===== src/rtl/oecp_pkg.sv =====
// Shared types, codes and keyword constants for the order event CSV parser.
// No dependencies.
package oecp_pkg;

  typedef enum logic [1:0] {
    KIND_ADD    = 2'd0,
    KIND_CANCEL = 2'd1,
    KIND_MODIFY = 2'd2,
    KIND_BAD    = 2'd3
  } kind_t;

  typedef enum logic [2:0] {
    ERR_OK     = 3'd0,
    ERR_EVENT  = 3'd1,
    ERR_COUNT  = 3'd2,
    ERR_SIDE   = 3'd3,
    ERR_TYPE   = 3'd4,
    ERR_NUMBER = 3'd5
  } err_t;

  localparam logic [7:0]  CHAR_NL    = 8'd10;
  localparam logic [7:0]  CHAR_COMMA = 8'd44;
  localparam logic [7:0]  CHAR_ZERO  = 8'd48;
  localparam logic [7:0]  CHAR_NINE  = 8'd57;
  localparam logic [47:0] KEY_ADD    = 48'h414444;
  localparam logic [47:0] KEY_CANCEL = 48'h43414E43454C;
  localparam logic [47:0] KEY_MODIFY = 48'h4D4F44494659;
  localparam logic [47:0] KEY_BUY    = 48'h425559;
  localparam logic [47:0] KEY_SELL   = 48'h53454C4C;
  localparam logic [47:0] KEY_LIMIT  = 48'h4C494D4954;
  localparam logic [47:0] KEY_MARKET = 48'h4D41524B4554;
  localparam logic [63:0] MAX_DIV10  = 64'd1844674407370955161;
  localparam int          QUEUE_DEPTH_DEFAULT = 4;

  // One classified byte from the front part.
  typedef struct packed {
    logic       finish;
    logic       comma;
    logic [7:0] text;
  } op_t;

  typedef struct packed {
    logic [1:0]  kind;
    logic [63:0] event_time;
    logic [63:0] ident;
    logic        side;
    logic        otype;
    logic [63:0] price;
    logic [63:0] quantity;
    logic [2:0]  error;
  } rec_t;

endpackage


===== src/rtl/order_event_csv_parser.sv =====
// Top level of the order event CSV parser: front classifier, queue and back parser.
// Depends on oecp_pkg, oecp_front and oecp_back.
// Takes one text byte per cycle while the queue has room; returns one record per nonempty
// line, registered in the cycle after its newline or end-of-stream word leaves the queue.
// Rate is one word per cycle unless output stalls, set by the combinational times-ten
// accumulate in back; the QueueDepth-word front/back queue lets input and output stall apart.
module order_event_csv_parser
  import oecp_pkg::*;
#(
  parameter int QueueDepth = QUEUE_DEPTH_DEFAULT
) (
  input  logic         clk,
  input  logic         rst,
  input  logic         s_axis_tvalid,
  output logic         s_axis_tready,
  input  logic [7:0]   s_axis_tdata,  // text_byte
  input  logic         s_axis_tlast,  // end_of_stream
  output logic         m_axis_tvalid,
  input  logic         m_axis_tready,
  output logic [1:0]   m_axis_tuser,  // event_kind
  // event_time[63:0], order_ident[127:64], buy_or_sell[128], limit_or_market[129],
  // order_price[193:130], order_quantity[257:194], error_code[260:258],
  // zero fill to 264
  output logic [263:0] m_axis_tdata
);

  logic q_valid;
  logic q_ready;
  op_t  q_op;
  rec_t rec;

  oecp_front #(.QueueDepth(QueueDepth)) u_front (
    .clk(clk), .rst(rst),
    .in_valid(s_axis_tvalid), .in_ready(s_axis_tready),
    .in_byte(s_axis_tdata), .in_end(s_axis_tlast),
    .q_valid(q_valid), .q_ready(q_ready), .q_op(q_op)
  );

  oecp_back u_back (
    .clk(clk), .rst(rst),
    .q_valid(q_valid), .q_ready(q_ready), .q_op(q_op),
    .out_valid(m_axis_tvalid), .out_ready(m_axis_tready), .out_rec(rec)
  );

  assign m_axis_tuser = rec.kind;
  assign m_axis_tdata = {3'b000, rec.error, rec.quantity, rec.price, rec.otype, rec.side,
                         rec.ident, rec.event_time};

endmodule


===== src/rtl/oecp_front.sv =====
// Front part: accepts stream words and classifies each byte into a queue entry.
// Depends on oecp_pkg.
module oecp_front
  import oecp_pkg::*;
#(
  parameter int QueueDepth = QUEUE_DEPTH_DEFAULT
) (
  input  logic clk,
  input  logic rst,
  input  logic in_valid,
  output logic in_ready,
  input  logic [7:0] in_byte,
  input  logic in_end,
  output logic q_valid,
  input  logic q_ready,
  output op_t  q_op
);

  localparam int Aw = (QueueDepth > 1) ? $clog2(QueueDepth) : 1;

  op_t mem [QueueDepth];
  logic [Aw-1:0] wr_ptr;
  logic [Aw-1:0] rd_ptr;
  logic [Aw:0]   count;
  logic push;
  logic pop;
  op_t op_in;

  assign in_ready = (count != QueueDepth[Aw:0]);
  assign q_valid  = (count != '0);
  assign push     = in_valid && in_ready;
  assign pop      = q_valid && q_ready;
  assign q_op     = mem[rd_ptr];

  always_comb begin
    op_in.finish = in_end || (in_byte == CHAR_NL);
    op_in.comma  = !op_in.finish && (in_byte == CHAR_COMMA);
    op_in.text   = in_byte;
  end

  always_ff @(posedge clk) begin
    if (push) begin
      mem[wr_ptr] <= op_in;
    end
  end

  always_ff @(posedge clk) begin
    if (rst) begin
      wr_ptr <= '0;
      rd_ptr <= '0;
      count  <= '0;
    end else begin
      if (push) begin
        wr_ptr <= (wr_ptr == Aw'(QueueDepth - 1)) ? '0 : wr_ptr + 1'b1;
      end
      if (pop) begin
        rd_ptr <= (rd_ptr == Aw'(QueueDepth - 1)) ? '0 : rd_ptr + 1'b1;
      end
      count <= count + {{Aw{1'b0}}, push} - {{Aw{1'b0}}, pop};
    end
  end

  always_ff @(posedge clk) begin
    if (!rst) begin
      assert (count <= QueueDepth[Aw:0]) else $error("queue count overflow");
    end
  end

  property p_no_pop_empty;
    @(posedge clk) disable iff (rst) (count == '0) |-> !pop;
  endproperty
  assert property (p_no_pop_empty) else $error("pop from empty queue");

  property p_count_tracks;
    @(posedge clk) disable iff (rst) (push && !pop && count < QueueDepth[Aw:0])
      |=> count == $past(count) + 1'b1;
  endproperty
  assert property (p_count_tracks) else $error("queue count wrong");

  property p_full_no_push;
    @(posedge clk) disable iff (rst) (count == QueueDepth[Aw:0]) |-> !push;
  endproperty
  assert property (p_full_no_push) else $error("push into full queue");

endmodule


===== src/rtl/oecp_back.sv =====
// Back part: runs the line parser state on each queued byte and registers records.
// Depends on oecp_pkg.
module oecp_back
  import oecp_pkg::*;
(
  input  logic clk,
  input  logic rst,
  input  logic q_valid,
  output logic q_ready,
  input  op_t  q_op,
  output logic out_valid,
  input  logic out_ready,
  output rec_t out_rec
);

  logic [3:0]  field_number;
  logic [47:0] keyword_buffer;
  logic [2:0]  keyword_length;
  logic [63:0] number_accumulator;
  logic        field_has_chars;
  logic        line_has_chars;
  kind_t       kind_register;
  logic        side_register;
  logic        type_register;
  logic [63:0] value_registers [4];
  err_t        first_error;

  logic take;
  logic emit;
  logic is_num;
  logic [1:0] slot;
  logic is_digit;
  logic [3:0] digit;
  logic ovf;
  logic [63:0] acc_mul;
  kind_t kind_close;
  err_t err_close;
  logic side_close;
  logic type_close;
  logic [3:0] count;
  logic [3:0] expected;
  err_t err_final;
  rec_t rec_next;

  assign q_ready = !out_valid || out_ready;
  assign take    = q_valid && q_ready;
  assign emit    = take && q_op.finish && line_has_chars;

  // Numeric slot of the current field.
  always_comb begin
    is_num = 1'b0;
    slot   = 2'd0;
    if (kind_register != KIND_BAD) begin
      unique case (field_number)
        4'd1: begin is_num = 1'b1; slot = 2'd0; end
        4'd2: begin is_num = 1'b1; slot = 2'd1; end
        4'd3: begin
          is_num = (kind_register == KIND_MODIFY); slot = 2'd2;
        end
        4'd4: begin
          is_num = (kind_register == KIND_MODIFY); slot = 2'd3;
        end
        4'd5: begin is_num = (kind_register == KIND_ADD); slot = 2'd2; end
        4'd6: begin is_num = (kind_register == KIND_ADD); slot = 2'd3; end
        default: begin is_num = 1'b0; slot = 2'd0; end
      endcase
    end
  end

  assign is_digit = (q_op.text >= CHAR_ZERO) && (q_op.text <= CHAR_NINE);
  assign digit    = 4'(q_op.text - CHAR_ZERO);
  assign acc_mul  = (number_accumulator << 3) + (number_accumulator << 1);
  assign ovf = (number_accumulator > MAX_DIV10) ||
               ((number_accumulator == MAX_DIV10) && (digit > 4'd5));

  // Closing the current field.
  always_comb begin
    kind_close = kind_register;
    side_close = side_register;
    type_close = type_register;
    err_close  = first_error;
    if (field_number == 4'd0) begin
      if (keyword_length == 3'd3 && keyword_buffer == KEY_ADD) begin
        kind_close = KIND_ADD;
      end else if (keyword_length == 3'd6 && keyword_buffer == KEY_CANCEL) begin
        kind_close = KIND_CANCEL;
      end else if (keyword_length == 3'd6 && keyword_buffer == KEY_MODIFY) begin
        kind_close = KIND_MODIFY;
      end else begin
        kind_close = KIND_BAD;
        if (first_error == ERR_OK) err_close = ERR_EVENT;
      end
    end else if (is_num) begin
      if (!field_has_chars && first_error == ERR_OK) err_close = ERR_NUMBER;
    end else if (kind_register == KIND_ADD && field_number == 4'd3) begin
      if (keyword_length == 3'd3 && keyword_buffer == KEY_BUY) begin
        side_close = 1'b0;
      end else if (keyword_length == 3'd4 && keyword_buffer == KEY_SELL) begin
        side_close = 1'b1;
      end else if (first_error == ERR_OK) begin
        err_close = ERR_SIDE;
      end
    end else if (kind_register == KIND_ADD && field_number == 4'd4) begin
      if (keyword_length == 3'd5 && keyword_buffer == KEY_LIMIT) begin
        type_close = 1'b0;
      end else if (keyword_length == 3'd6 && keyword_buffer == KEY_MARKET) begin
        type_close = 1'b1;
      end else if (first_error == ERR_OK) begin
        err_close = ERR_TYPE;
      end
    end
  end

  // Record assembly at end of line.
  always_comb begin
    kind_t k;
    err_t  fe;
    logic  sd;
    logic  ty;
    logic [63:0] v [4];
    k  = field_has_chars ? kind_close : kind_register;
    fe = field_has_chars ? err_close : first_error;
    sd = field_has_chars ? side_close : side_register;
    ty = field_has_chars ? type_close : type_register;
    for (int i = 0; i < 4; i++) begin
      v[i] = value_registers[i];
    end
    if (field_has_chars && is_num) begin
      v[slot] = number_accumulator;
    end
    count = field_has_chars ? field_number + 4'd1 : field_number;
    unique case (k)
      KIND_ADD:    expected = 4'd7;
      KIND_CANCEL: expected = 4'd3;
      default:     expected = 4'd5;
    endcase
    if (fe == ERR_EVENT) begin
      err_final = ERR_EVENT;
    end else if (count != expected) begin
      err_final = ERR_COUNT;
    end else begin
      err_final = fe;
    end
    rec_next = '0;
    rec_next.error = err_final;
    if (err_final == ERR_OK) begin
      rec_next.kind       = k;
      rec_next.event_time = v[0];
      rec_next.ident      = v[1];
      if (k == KIND_ADD) begin
        rec_next.side  = sd;
        rec_next.otype = ty;
      end
      if (k != KIND_CANCEL) begin
        rec_next.price    = v[2];
        rec_next.quantity = v[3];
      end
    end
  end

  always_ff @(posedge clk) begin
    if (rst) begin
      out_valid <= 1'b0;
    end else if (emit) begin
      out_valid <= 1'b1;
    end else if (out_ready) begin
      out_valid <= 1'b0;
    end
  end

  always_ff @(posedge clk) begin
    if (emit) begin
      out_rec <= rec_next;
    end
  end

  always_ff @(posedge clk) begin
    if (rst) begin
      field_number       <= '0;
      keyword_buffer     <= '0;
      keyword_length     <= '0;
      number_accumulator <= '0;
      field_has_chars    <= 1'b0;
      line_has_chars     <= 1'b0;
      kind_register      <= KIND_ADD;
      side_register      <= 1'b0;
      type_register      <= 1'b0;
      first_error        <= ERR_OK;
      for (int i = 0; i < 4; i++) value_registers[i] <= '0;
    end else if (take) begin
      if (q_op.finish) begin
        if (line_has_chars) begin
          field_number       <= '0;
          keyword_buffer     <= '0;
          keyword_length     <= '0;
          number_accumulator <= '0;
          field_has_chars    <= 1'b0;
          line_has_chars     <= 1'b0;
          kind_register      <= KIND_ADD;
          side_register      <= 1'b0;
          type_register      <= 1'b0;
          first_error        <= ERR_OK;
          for (int i = 0; i < 4; i++) value_registers[i] <= '0;
        end
      end else if (q_op.comma) begin
        line_has_chars     <= 1'b1;
        kind_register      <= kind_close;
        side_register      <= side_close;
        type_register      <= type_close;
        first_error        <= err_close;
        if (is_num) value_registers[slot] <= number_accumulator;
        keyword_buffer     <= '0;
        keyword_length     <= '0;
        number_accumulator <= '0;
        field_has_chars    <= 1'b0;
        if (field_number != 4'd15) field_number <= field_number + 4'd1;
      end else begin
        line_has_chars  <= 1'b1;
        field_has_chars <= 1'b1;
        if (keyword_length < 3'd6) begin
          keyword_buffer <= {keyword_buffer[39:0], q_op.text};
          keyword_length <= keyword_length + 3'd1;
        end else begin
          keyword_length <= 3'd7;
        end
        if (is_num) begin
          if (is_digit && !ovf) begin
            number_accumulator <= acc_mul + {60'd0, digit};
          end else if (first_error == ERR_OK) begin
            first_error <= ERR_NUMBER;
          end
        end
      end
    end
  end

  property p_emit_sets_valid;
    @(posedge clk) disable iff (rst) emit |=> out_valid;
  endproperty
  assert property (p_emit_sets_valid) else $error("record lost");

  property p_hold_when_stalled;
    @(posedge clk) disable iff (rst) (out_valid && !out_ready) |-> !take;
  endproperty
  assert property (p_hold_when_stalled) else $error("byte taken while record stalled");

  property p_error_clears_fields;
    @(posedge clk) disable iff (rst)
      (out_valid && out_rec.error != ERR_OK) |-> (out_rec.event_time == '0 &&
       out_rec.kind == KIND_ADD && out_rec.price == '0);
  endproperty
  assert property (p_error_clears_fields) else $error("error record carries data");

endmodule

===== config.mk =====
export PLATFORM = sky130hd
export DESIGN_NAME = order_event_csv_parser
export DESIGN_NICKNAME = d
export VERILOG_FILES = /design/src/rtl/oecp_pkg.sv /design/src/rtl/order_event_csv_parser.sv /design/src/rtl/oecp_front.sv /design/src/rtl/oecp_back.sv
export SDC_FILE = /design/constraint.sdc
export NUM_CORES = 1
export LEC_CHECK = 0
export BUFFER_PORTS_ARGS = -buffer_cell sky130_fd_sc_hd__buf_2
export CAP_MARGIN = 5
export CORE_ASPECT_RATIO = 0.9
export CORE_MARGIN = 3
export CORE_UTILIZATION = 47
export DETAILED_ROUTE_END_ITERATION = 8
export GPL_TIMING_DRIVEN = 0
export PLACE_DENSITY = 0.65
export RECOVER_POWER = 25
export SETUP_SLACK_MARGIN = 0.2
export SLEW_MARGIN = 0
export SYNTH_ARGS = -nofsm -noshare
export SYNTH_HDL_FRONTEND = slang
export SYNTH_SLANG_ARGS = --single-unit

===== constraint.sdc =====
create_clock -name clk -period 12.8 [get_ports clk]
set_input_delay 0 -clock clk [delete_from_list [all_inputs] [get_ports clk]]
set_output_delay 0 -clock clk [all_outputs]
set_load 0.05 [all_outputs]

# [Word-level counts from Yosys, hierarchy flattened]
# Memory sizes are Yosys's and may differ from the RTL's. A register that Yosys moved wholly into a read port is not among the register bits.
# Index checks and enable logic that the tools add are counted.
# W data, S select, Z words.
[totals] output_inout_bits=268 elab_cells=238 romBits=0 latch_bits=0 ramBits=296 register_bits=399 mem_count=2
[op_classes] reduce_logical=54 n_addsub=9 n_eq_ne=32 div_mod_pow=0 bitwise=5 n_shift=0 multipliers=0 muxes=107 order_cmp=7
[memory_table] memory="u_back.value_registers" depth=4 word_bits=64 rd=4 rd_clocked_by_memory_dff=0 wr=4 line="oecp_back.sv:25" text="logic [63:0] value_registers [4];"
[memory_table] memory="u_front.mem" depth=4 word_bits=10 rd=1 rd_clocked_by_memory_dff=1 wr=1 line="oecp_front.sv:21" text="op_t mem [QueueDepth];"
[op_table] operator="$mux W64" n=11
[op_table] operator="$bwmux W256" n=1
[op_table] operator="$mux W256" n=1
[op_table] operator="$mux W48" n=4
[op_table] operator="$eq A48 B47 Y1 const B" n=3
[op_table] operator="$demux W64 S2" n=1
[op_table] operator="$eq A48 B23 Y1 const B" n=2
[op_table] operator="$mux W3" n=27
[op_table] operator="$add A64 B4 Y64" n=1
[op_table] operator="$add A64 B64 Y64" n=1
[op_table] operator="$eq A64 B61 Y1 const B" n=1
[op_table] operator="$gt A64 B61 Y1 const B" n=1
[op_table] operator="$reduce_or A64 Y1" n=1
[op_table] operator="$eq A48 B31 Y1 const B" n=1
[op_table] operator="$eq A48 B39 Y1 const B" n=1
[op_table] operator="$mux W1" n=41
[op_table] operator="$mux W2" n=13
[op_table] operator="$logic_and A1 B1 Y1" n=20
[op_table] operator="$mux W4" n=5
[op_table] operator="$reduce_bool A3 Y1" n=5
[op_table] operator="$eq A4 B3 Y1 const B" n=3
[op_table] operator="$reduce_or A2 Y1" n=5
[op_table] operator="$eq A3 B3 Y1 const B" n=3
[op_table] operator="$eq A4 B2 Y1 const B" n=2
[op_table] operator="other kinds (40)" n=60

# [Logic depth before layout (Yosys ltp)]
[logic_depth] depth_word=14 ltp_mapped=16 ltp_nobuf=15

# [Cells and area by module]
# Synthesis repeated with hierarchy kept, for this count alone.
[hier_totals] cells_unflattened=3112 area_unflattened_um2=33683.6
[modules_own_cells] module="oecp_back" area_per_inst_um2=31695.4 cells_per_inst=3001 instances=1
[modules_own_cells] module="oecp_front" area_per_inst_um2=1961.9 cells_per_inst=107 instances=1
[modules_own_cells] module="order_event_csv_parser" area_per_inst_um2=26.3 cells_per_inst=4 instances=1

# [Worst setup path before layout]
# Ideal clock, no wire load.
[synth_timing] path_kind="reg2reg" from="register with a tool-made name" to="memory u_back.value_registers[1][0] (enable)" arrival_ps=10347 stages_incl_launch_ff=9 setup_time_ps=575 required_time_ps=12225 n_path_buf=1 slack_ps=1878 path_cell_list="dfxtp_1 clkbuf_1 mux4_2 inv_1 o21a_1 nand2_1 inv_1 nor2_1 o21ai_0"
[synth_rtl] element="to (decl)" line="oecp_back.sv:25"

==> impl_metrics.json <==
{
  "dp_cells": 4386,
  "cts.sinks": 697,
  "path_class": "reg -> reg",
  "hp-start": "s_axis_tvalid",
  "cp-end-kind": "register",
  "period_minus_slack_ns": 7.89,
  "power_frac_comb_pct": 29.0,
  "synth_edf_count": 559,
  "fin_skew_ns": 0.0297,
  "antenna_cells": 0,
  "vdd_drop_max_mv": 0.158,
  "p_switching_mw": 3.05,
  "cts_buffers": 75,
  "slew_headroom_pct": -122,
  "slew_viol_final": 68,
  "yosysTopAreaCell": "edfxtp_1",
  "routedWlPerCell_um": 21.6,
  "core_um2": 70700,
  "die_h_um": 261,
  "synthFlopType": "edfxtp_1",
  "r2r_end": "u_back.value_registers[3][36]",
  "h-tree-depth": 3,
  "vias_per_cell": 5.69,
  "met3_usage_pct": 4.54,
  "worst_slew_pin_slew_ns": 3.33,
  "finalSetupViolations": 0,
  "start_util_pct": 47.9,
  "cts_setup_buffers": 0,
  "pre_cts_slack_ns": 6.92,
  "finalPower_mw": 7.84,
  "syn_inst": 3154,
  "totalWireLength_um": 97700,
  "track_usage_pct": 25.5,
  "synth_cell_type_count": 75,
  "fmax_ghz": 0.127,
  "cap_violations": 1,
  "powerDensity_nw_per_um2": 201,
  "portBuffers": 277,
  "start_kind": "register",
  "fillers": 6316,
  "ys_ff_latch": 697,
  "cts_root_buffer": "clkbuf_16",
  "synth_seq_area_share_pct": 57.8,
  "pwr-share-seq_pct": 43.1,
  "place_congestion": 0.923,
  "grt_pass1_wl_um": 146000,
  "synthArstFlopShare_pct": 0,
  "dr_total_vias": 25800,
  "grt_use_met1_pct": 36.8,
  "switching_share_pct": 38.9,
  "worstHoldEndpoint": "u_front.wr_ptr[0]",
  "synth_top_area_share_pct": 49.6,
  "reg2regPathDepth": 11,
  "dp_hpwl_um": 69700,
  "ant_nets": 0,
  "fp.dieArea_um2": 75300,
  "fin_area_um2": 39000,
  "worstHoldPathType": "in -> reg",
  "worst_slack_ns": 4.91,
  "yosys-top-cells-area": "edfxtp_1 (50%), dfxtp_1 (8.2%), nand2_1 (6.8%), ha_1 (5.1%), a21oi_1 (3.7%)",
  "internal_power_mw": 4.79,
  "clkLatencyLatePin_ns": 0.63,
  "finalHoldViolCount": 0,
  "fp-row-count": 92,
  "clkPwrFrac_pct": 27.9,
  "antenna_found_initial": 7,
  "nets": 3687,
  "avgSynthCellArea_um2": 10.7,
  "finalCritPeriodShare_pct": 61.6,
  "path_clk_slew_ns": 0.06,
  "regToRegSetupSlack_ns": 4.91,
  "placed_cell_area_um2": 36700,
  "syn_area_um2": 33800,
  "cp.required_ns": 13.17,
  "grt_max_degree": 124,
  "grt_pass1_vias": 24100,
  "status": "finished with violations",
  "violations": "capacitance limit, slew limit",
  "grt.met2_usage_pct": 39.2,
  "ys_warn_count": 0,
  "drive_above_1_share_pct": 8.24,
  "p_leak_nw": 14.3,
  "die_x_um": 289,
  "drt-initial-drc-count": 2925,
  "drc": 0,
  "worstPathMaxFanout": 68,
  "holdPathStages": 5,
  "whs_ns": 0.0337,
  "rsz0062_at_grt": "no",
  "grt-ovfl-total": 0,
  "ios": 281,
  "detail_route.first_pass.iterations": 6,
  "cp.arrival_ns": 8.25,
  "final_cells": 4531,
  "cts_tree": "yes",
  "grt_busiest_layer": "met2",
  "syn_to_final_growth_pct": 15.1,
  "cts.path.max_buffers": 3
}
==> state kept, by name, indices dropped and copies added (netlist names), named ones only <==
name                       count
u_back.field_has_chars         1
u_back.field_number            4
u_back.first_error             3
u_back.keyword_buffer         48
u_back.keyword_length          3
u_back.kind_register           2
u_back.line_has_chars          1
u_back.number_accumulator     64
u_back.out_rec               263
u_back.out_valid               1
u_back.side_register           1
u_back.type_register           1
u_back.value_registers       256
u_front.count                  3
u_front.mem                   40
u_front.rd_ptr                 2
u_front.wr_ptr                 2
==> area by class of cell <==
type                            instances  area [µm²]  share of cell area, %
Buffer                                260        1090                   2.80
Clock buffer                           91        1990                   5.10
Clock inverter                         44         480                   1.23
Inverter                               38         144                  0.369
Multi-Input combinational cell       2161       13100                   33.7
Sequential cell                       697       19500                   50.2
Tap cell                              940        1180                   3.02
Timing Repair Buffer                  300        1410                   3.61
==> kinds of logic (layout without fill, tap and decap cells) <==
kind of cell	Yosys count	count (layout)	share of synthesized area, %
and+or+nand+nor	1274	1274	17.7
DFF	697	697	57.8
AOI/OAI and AO/OA	668	668	13.2
buffers and inverters	298	733	3.65
adders and majority gates	141	141	5.28
xor gates and xnor gates	61	61	1.58
muxes	14	14	0.784
other	1	3	0.0111
==> Yosys cell counts (10+ instances only) <==
| cell type | n |
|---|---|
| nand2_1 | 611 |
| edfxtp_1 | 559 |
| a21oi_1 | 250 |
| clkbuf_1 | 227 |
| nor2_1 | 182 |
| and3_1 | 144 |
| dfxtp_1 | 138 |
| ha_1 | 138 |
| and2_1 | 134 |
| a21oi_2 | 120 |
| a22oi_1 | 87 |
| o21ai_0 | 54 |
| nor3_1 | 42 |
| xnor2_1 | 42 |
| inv_1 | 38 |
| nand4_1 | 35 |
| a21o_1 | 32 |
| nand3_1 | 27 |
| xor2_1 | 19 |
| a22o_1 | 15 |
| nor2b_1 | 15 |
| buf_1 | 13 |
| buf_6 | 13 |
| nor4_1 | 13 |
| o21bai_1 | 12 |
| or3_1 | 12 |
| nand2b_1 | 11 |
| o211ai_1 | 11 |
| a31oi_1 | 10 |
| mux4_2 | 10 |
==> power by group through the flow <==
stage / logic (mW) / clock network (mW) / registers, mW
2_1_floorplan: 0.681 / 0 / 4.50
4_1_cts: 2.37 / 2.21 / 3.36
3_3_place_gp: 2.27 / 0 / 3.60
3_5_place_dp: 2.36 / 0 / 3.40
5_1_grt: 2.41 / 2.31 / 3.42
6_report: 2.28 / 2.18 / 3.38
==> through the flow <==
step           TNS [ns]  utilization (%)
2_1_floorplan         0                -
3_3_place_gp    -765.93             51.5
3_5_place_dp          0             52.0
4_1_cts               0             55.6
5_1_grt               0             55.1
6_report              0             55.1
==> how the worst max path moves through the flow <==
stage,start,to,slack (ns),depth (start not counted)
3_5_place_dp,register,u_back.number_accumulator[62],6.92,15
5_1_grt,register,u_back.value_registers[3][41],4.37,11
6_report,register,u_back.value_registers[3][36],4.91,11
4_1_cts,register,u_back.number_accumulator[62],6.88,15
2_1_floorplan,register,u_back.value_registers[1][0],1.88,8
3_3_place_gp,register,u_back.value_registers[3][43],-5.30,8
==> timing repair <==
item	CTS	global route
hold endpoints to repair	41	0
resized for setup	0	0
endpoints found under the setup margin	0	0
hold buffers	10	0
==> critical path, stage by stage, from the launching register on <==
cell,delay [ns]
dfxtp_1,0.30
clkbuf_1,0.62
mux4_2,0.45
inv_1,0.09
o21a_1,0.29
nand2_1,0.16
clkinvlp_2,2.41
nor2_1,2.13
o21ai_4,0.44
buf_16,0.31
buf_16,0.17
buf_16,0.18
==> placed cells by master (no fill, tap or decap), types with 8 or more instances in the layout <==
| cell | n |
|---|---|
| nand4_1 | 35 |
| nand2_1 | 610 |
| a21oi_1 | 250 |
| dfxtp_1 | 138 |
| clkbuf_1 | 512 |
| nor3_1 | 41 |
| a22oi_1 | 87 |
| or3_1 | 12 |
| ha_1 | 138 |
| xor2_1 | 19 |
| dlygate4sd3_1 | 10 |
| buf_6 | 13 |
| nor4_1 | 12 |
| and3_1 | 144 |
| a211oi_1 | 9 |
| clkinv_1 | 13 |
| a21o_1 | 32 |
| buf_1 | 13 |
| nand3_1 | 27 |
| nor2b_1 | 15 |
| nand2b_1 | 11 |
| inv_1 | 37 |
| and2_1 | 133 |
| clkbuf_16 | 76 |
| o31ai_1 | 8 |
| o211ai_1 | 11 |
| o21bai_1 | 12 |
| a21oi_2 | 120 |
| o21ai_0 | 53 |
| a31oi_1 | 10 |
| mux4_2 | 10 |
| clkinv_2 | 12 |
| nor2_1 | 178 |
| edfxtp_1 | 559 |
| xnor2_1 | 42 |
| a22o_1 | 15 |
==> metal layers <==
layer  share of wire [%]  vias to the layer above  routed length, µm
li1                    -                    12100                  -
met1                  43                    12400              42500
met2                  45                     1081              43600
met3                 8.5                      158               8350
met4                 3.4                        4               3280
met5               0.032                        -                 31
(Power assumes the default switching activity.)
